<file path="src/tpack_pkg.sv">
// Shared constants, types and helper functions of the ternary frame packer.
`default_nettype none
package tpack_pkg;

	// Cell grid and packing geometry
	localparam int OUT_WIDTH   = 80;
	localparam int OUT_HEIGHT  = 30;
	localparam int GROUP       = 5;
	localparam int CELLS       = OUT_WIDTH * OUT_HEIGHT;
	localparam int NBYTES      = (CELLS + GROUP - 1) / GROUP;
	localparam int LAST_DIGITS = CELLS - (NBYTES - 1) * GROUP;

	// Derived widths
	localparam int ADDR_W  = $clog2(CELLS);
	localparam int BASE_W  = $clog2(CELLS + 1);
	localparam int CX_W    = $clog2(OUT_WIDTH + 1);
	localparam int CY_W    = $clog2(OUT_HEIGHT + 1);
	localparam int COL_W   = (OUT_WIDTH > 1) ? $clog2(OUT_WIDTH) : 1;
	localparam int BYTE_W  = (NBYTES > 1) ? $clog2(NBYTES) : 1;
	localparam int K_W     = $clog2(GROUP);

	// Register and field widths
	localparam int SIZE_W  = 13;
	localparam int STEP_W  = 8;
	localparam int CODE_W  = 2;
	localparam int CHAN_W  = 8;
	localparam int BYTE_OUT_W = 8;
	localparam int CFG_IDX_W  = 3;
	localparam int CFG_DATA_W = 13;

	// Register indexes
	localparam logic [CFG_IDX_W-1:0] CFG_IMAGE_WIDTH  = 3'd0;
	localparam logic [CFG_IDX_W-1:0] CFG_IMAGE_HEIGHT = 3'd1;
	localparam logic [CFG_IDX_W-1:0] CFG_STEP_X       = 3'd2;
	localparam logic [CFG_IDX_W-1:0] CFG_STEP_Y       = 3'd3;
	localparam logic [CFG_IDX_W-1:0] CFG_CODE_WHITE   = 3'd4;
	localparam logic [CFG_IDX_W-1:0] CFG_CODE_GREY    = 3'd5;
	localparam logic [CFG_IDX_W-1:0] CFG_CODE_BLACK   = 3'd6;

	// Input mode codes
	localparam logic MODE_PIXEL = 1'b0;
	localparam logic MODE_DRAIN = 1'b1;

	// Read address of the first drained cell: top row, left column
	localparam logic [ADDR_W-1:0] WALK_START = ADDR_W'((OUT_HEIGHT - 1) * OUT_WIDTH);

	// Stored cell class
	typedef enum logic [1:0] {
		CLS_BLACK = 2'd0,
		CLS_WHITE = 2'd1,
		CLS_GREY  = 2'd2
	} cls_t;

	// Controller to datapath commands
	typedef struct packed {
		logic clr_wr;
		logic pix_wr;
		logic drn_start;
		logic rd_en;
		logic out_load;
	} cmd_t;

	// Datapath to controller status
	typedef struct packed {
		logic clr_done;
		logic rd_last;
		logic out_busy;
	} sts_t;

	// Treat code three as two
	function automatic logic [CODE_W-1:0] clip_code(input logic [CODE_W-1:0] c);
		return (c == 2'd3) ? 2'd2 : c;
	endfunction

	// Base-3 place value of digit k
	function automatic logic [BYTE_OUT_W-1:0] weight_of(input logic [K_W-1:0] k);
		logic [BYTE_OUT_W-1:0] w;
		w = 8'd1;
		for (int i = 0; i < GROUP; i++) begin
			if (i < int'(k)) begin
				w = BYTE_OUT_W'(w * 8'd3);
			end
		end
		return w;
	endfunction

endpackage
`default_nettype wire

</file>
<file path="src/tpack_ctrl.sv">
// Controller state machine of the ternary frame packer.
`default_nettype none
module tpack_ctrl import tpack_pkg::*; (
	input  wire logic clk,
	input  wire logic arst_n,
	input  wire logic in_valid,
	input  wire logic mode,
	input  wire sts_t sts,
	output logic      in_stall,
	output cmd_t      cmd
);

	typedef enum logic [4:0] {
		S_CLEAR  = 5'b00001,
		S_IDLE   = 5'b00010,
		S_READ   = 5'b00100,
		S_SETTLE = 5'b01000,
		S_PUSH   = 5'b10000
	} state_t;

	state_t state_q, state_d;

	// Take input words only when idle
	assign in_stall = (state_q != S_IDLE);

	// Next state and commands
	always_comb begin
		state_d = state_q;
		cmd     = '0;
		unique case (state_q)
			S_CLEAR: begin
				cmd.clr_wr = 1'b1;
				if (sts.clr_done) state_d = S_IDLE;
			end
			S_IDLE: begin
				if (in_valid) begin
					if (mode == MODE_DRAIN) begin
						cmd.drn_start = 1'b1;
						state_d       = S_READ;
					end else begin
						cmd.pix_wr = 1'b1;
					end
				end
			end
			S_READ: begin
				cmd.rd_en = 1'b1;
				if (sts.rd_last) state_d = S_SETTLE;
			end
			S_SETTLE: begin
				state_d = S_PUSH;
			end
			S_PUSH: begin
				if (!sts.out_busy) begin
					cmd.out_load = 1'b1;
					state_d      = S_IDLE;
				end
			end
			default: begin
				state_d = S_CLEAR;
			end
		endcase
	end

	// State register
	always_ff @(posedge clk or negedge arst_n) begin
		if (!arst_n) begin
			state_q <= S_CLEAR;
		end else begin
			state_q <= state_d;
		end
	end

endmodule
`default_nettype wire

</file>
<file path="config.mk">
export PLATFORM = sky130hd
export DESIGN_NAME = tpack_ctrl
export DESIGN_NICKNAME = d
export VERILOG_FILES = /design/src/tpack_pkg.sv /design/src/tpack_ctrl.sv
export SDC_FILE = /design/constraint.sdc
export NUM_CORES = 1
export LEC_CHECK = 0
export BUFFER_PORTS_ARGS = -buffer_cell sky130_fd_sc_hd__buf_2
export CAP_MARGIN = 20
export CORE_AREA = 2 2 39 41
export CTS_BUF_LIST = sky130_fd_sc_hd__clkbuf_16
export DETAILED_ROUTE_END_ITERATION = 8
export DIE_AREA = 0 0 41 43
export PLACE_DENSITY = 0.48
export SKIP_LAST_GASP = 1
export SLEW_MARGIN = 25
export SYNTH_ARGS = -nofsm -noshare
export SYNTH_HDL_FRONTEND = slang
export SYNTH_SLANG_ARGS = --single-unit
</file>
<file path="constraint.sdc">
create_clock -name clk -period 2.3 [get_ports clk]
set_input_delay 0.115 -clock clk [delete_from_list [all_inputs] [get_ports clk]]
set_output_delay 0.115 -clock clk [all_outputs]
set_load 0.005 [all_outputs]
</file>
==> results.sh <==
export IMPL_dp_cells=60
export IMPL_grt_pass1_vias=296
export IMPL_placed_cell_area_um2=424
export IMPL_nets=57
export IMPL_fin_setup_tns_ps=0
export IMPL_seq_area_frac_synth_pct=36.7
export IMPL_wl_per_cell_um=10.4
export IMPL_cp_required_ps=2180
export IMPL_cts_max_path_buffers=2
export IMPL_synth_area_leader_cell="dfrtp_1"
export IMPL_postSynthAreaPerCell_um2=10.8
export IMPL_synthTopCellsByCount="dfrtp_1, nor2_1, inv_1, nand2_1"
export IMPL_p_int_w=0.000406
export IMPL_initial_core_util_pct=24.9
export IMPL_synthToLayoutAreaGrowth_pct=49.1
export IMPL_slowest_stage="dfrtp_1"
export IMPL_cts_buffers=3
export IMPL_ant_nets=0
export IMPL_coreArea_um2=1380
export IMPL_path_clk_slew_ps=30
export IMPL_insertion_delay_ps=220
export IMPL_first_pass_iters=2
export IMPL_ios=13
export IMPL_synth_edf_count=0
export IMPL_slew_headroom_pct=81.4
export IMPL_total_power_w=0.000542
export IMPL_diodes=0
export IMPL_post_cts_buffers=0
export IMPL_postCtsHoldBufs=1
export IMPL_cts_tree="yes"
export IMPL_grt_max_degree=9
export IMPL_synth_cell_types=25
export IMPL_postLayoutCellArea_um2=513
export IMPL_rsz0062_at_grt="no"
export IMPL_status="completed"
export IMPL_largest_register_ffs=5
export IMPL_critPathBufInv=1
export IMPL_top_regs="state_q x5"
export IMPL_root_buffer="clkbuf_16"
export IMPL_cp_max_fo=8
export IMPL_die_h_um=43
export IMPL_max_freq_mhz=659
export IMPL_drt_iter0_drc=1
export IMPL_arrival_ps=1400
export IMPL_min_period_ps=1520
export IMPL_async_reset_ff_share_pct=100
export IMPL_worstPathCellList="nor3_4 > nand3b_4 > nor3b_2 > buf_2"
export IMPL_detail_route_vias_per_cell=4.72
export IMPL_num_rows=14
export IMPL_powerDensity_nw_per_um2=1060
export IMPL_dieArea_um2=1760
export IMPL_cp_start_kind="flip-flop"
export IMPL_fin_skew_ps=2.59
export IMPL_hold_viol_final=0
export IMPL_cts_num_sinks=5
export IMPL_grtUsageTotal_pct=9.63
export IMPL_fin_crit_sh_pct=66.0
export IMPL_final_cells=65
export IMPL_worst_pin_slew_ps=278
export IMPL_routed_wirelength_um=673
export IMPL_ys_warn_count=0
export IMPL_gr_total_overflow=0
export IMPL_hold_class="in2reg"
export IMPL_worst_setup_path_type="reg2out"
export IMPL_vias=307
export IMPL_yosys_top_cells_area="dfrtp_1, dfstp_2, nand3b_4"
export IMPL_place_congestion=0.669
export IMPL_p_leak_nw=0.250
export IMPL_cts_resized=0
export IMPL_top_register="state_q"
export IMPL_endpoint_kind="output pin"
export IMPL_p_sw_share_pct=25.2
export IMPL_antenna_found_initial=0
export IMPL_grt_pass1_wl_um=1150
export IMPL_max_stage_delay_ps=460
export IMPL_cts_max_level=1
export IMPL_final_layout_size_suffix_gt1_share_pct=46.9
export IMPL_synth_seq_cells=5
export IMPL_die_w_um=41
export IMPL_max_cap_violations=0
export IMPL_syn_num_nets=39
export IMPL_dp_hpwl_um=530
export IMPL_finalSetupViolCount=0
export IMPL_clock_power_share_pct=50.7
export IMPL_synth_top_area_share_pct=29.1
export IMPL_power_frac_seq_pct=28.4
export IMPL_netlist_area_um2=344
export IMPL_yosys_cell_count_top_type="dfrtp_1"
export IMPL_cp_top_family="simple AND/OR/NAND/NOR gates"
export IMPL_p_switching_w=0.000136
export IMPL_fill_cells=139
export IMPL_netlist_instances=32
export IMPL_port_buffers=12
export IMPL_yosys_most_used_dff="dfrtp_1"
export IMPL_combPwrFrac_pct=20.9
export IMPL_drc=0
export IMPL_max_vdd_ir_drop_uv=605
export IMPL_slew_violations=0
routing by layer:
metal | part of all wire (%) | track usage [%]
met1 | 42 | 12.6
met2 | 52 | 13.8
met3 | 6.2 | 3.66
met4 | 0 | 4.00
met5 | 0 | 0
worst paths after layout:
check / start / endpoint / slack (ps) / depth (start not counted)
min in group asynchronous: arst_n / state_q[4] / 240 / 2
max in group asynchronous: arst_n / state_q[0] / 1850 / 2
hold / removal: sts[1] / state_q[2] / 80 / 2
setup reg to reg: state_q[4] / state_q[2] / 1160 / 3
hold reg to reg: state_q[2] / state_q[4] / 590 / 1
setup / recovery: state_q[4] / cmd[3] / 780 / 4
logic make-up (layout without fill, tap and decap cells):
kind of cell	count (synthesis)	in the layout	synth area share [%]
xor gates and xnor gates	1	1	2.55
AOI/OAI and AO/OA	5	5	14.2
DFF	5	5	36.7
muxes	1	1	3.27
and+or+nand+nor	18	18	41.1
buffers and inverters	2	19	2.18
power by group through the flow:
| stage | Sequential, W | Clock (W) | Combinational, W |
|---|---|---|---|
| after floorplan | 0.000147 | 0 | 0.0000805 |
| after global placement | 0.000156 | 0 | 0.000115 |
| after detailed placement | 0.000156 | 0 | 0.000115 |
| after CTS | 0.000154 | 0.000281 | 0.000117 |
| after global routing | 0.000160 | 0.000287 | 0.000125 |
| final | 0.000154 | 0.000275 | 0.000113 |
metrics by stage:
stage | setup WS (ps) | utilization [%] | hold WS (ps)
floorplan | 1180 | - | -181
global placement | 1010 | 30.7 | -66.5
detailed placement | 1010 | 30.7 | -66.0
CTS | 764 | 37.1 | 83.8
global route | 683 | 37.1 | 87.3
finish | 783 | 37.1 | 82.4
layout by cell type (no fill, tap or decap), drive strengths merged, types with 2 or more instances in the layout:
master,synthesis,final
dfrtp,4,4
clkbuf,0,3
nand2,2,2
buf,0,12
nor4,2,2
inv,2,3
nor2,3,3
nand3b,2,2
layout make-up:
cell class | count | area [um2] | area share, %
Multi-Input combinational cell | 25 | 210 | 41.0
Sequential cell | 5 | 126 | 24.6
Clock buffer | 3 | 75.1 | 14.6
Timing Repair Buffer | 13 | 70.1 | 13.7
Tap cell | 16 | 20.0 | 3.90
Inverter | 2 | 7.51 | 1.46
Clock inverter | 1 | 3.75 | 0.732
Power figures use the tool's default switching activity.
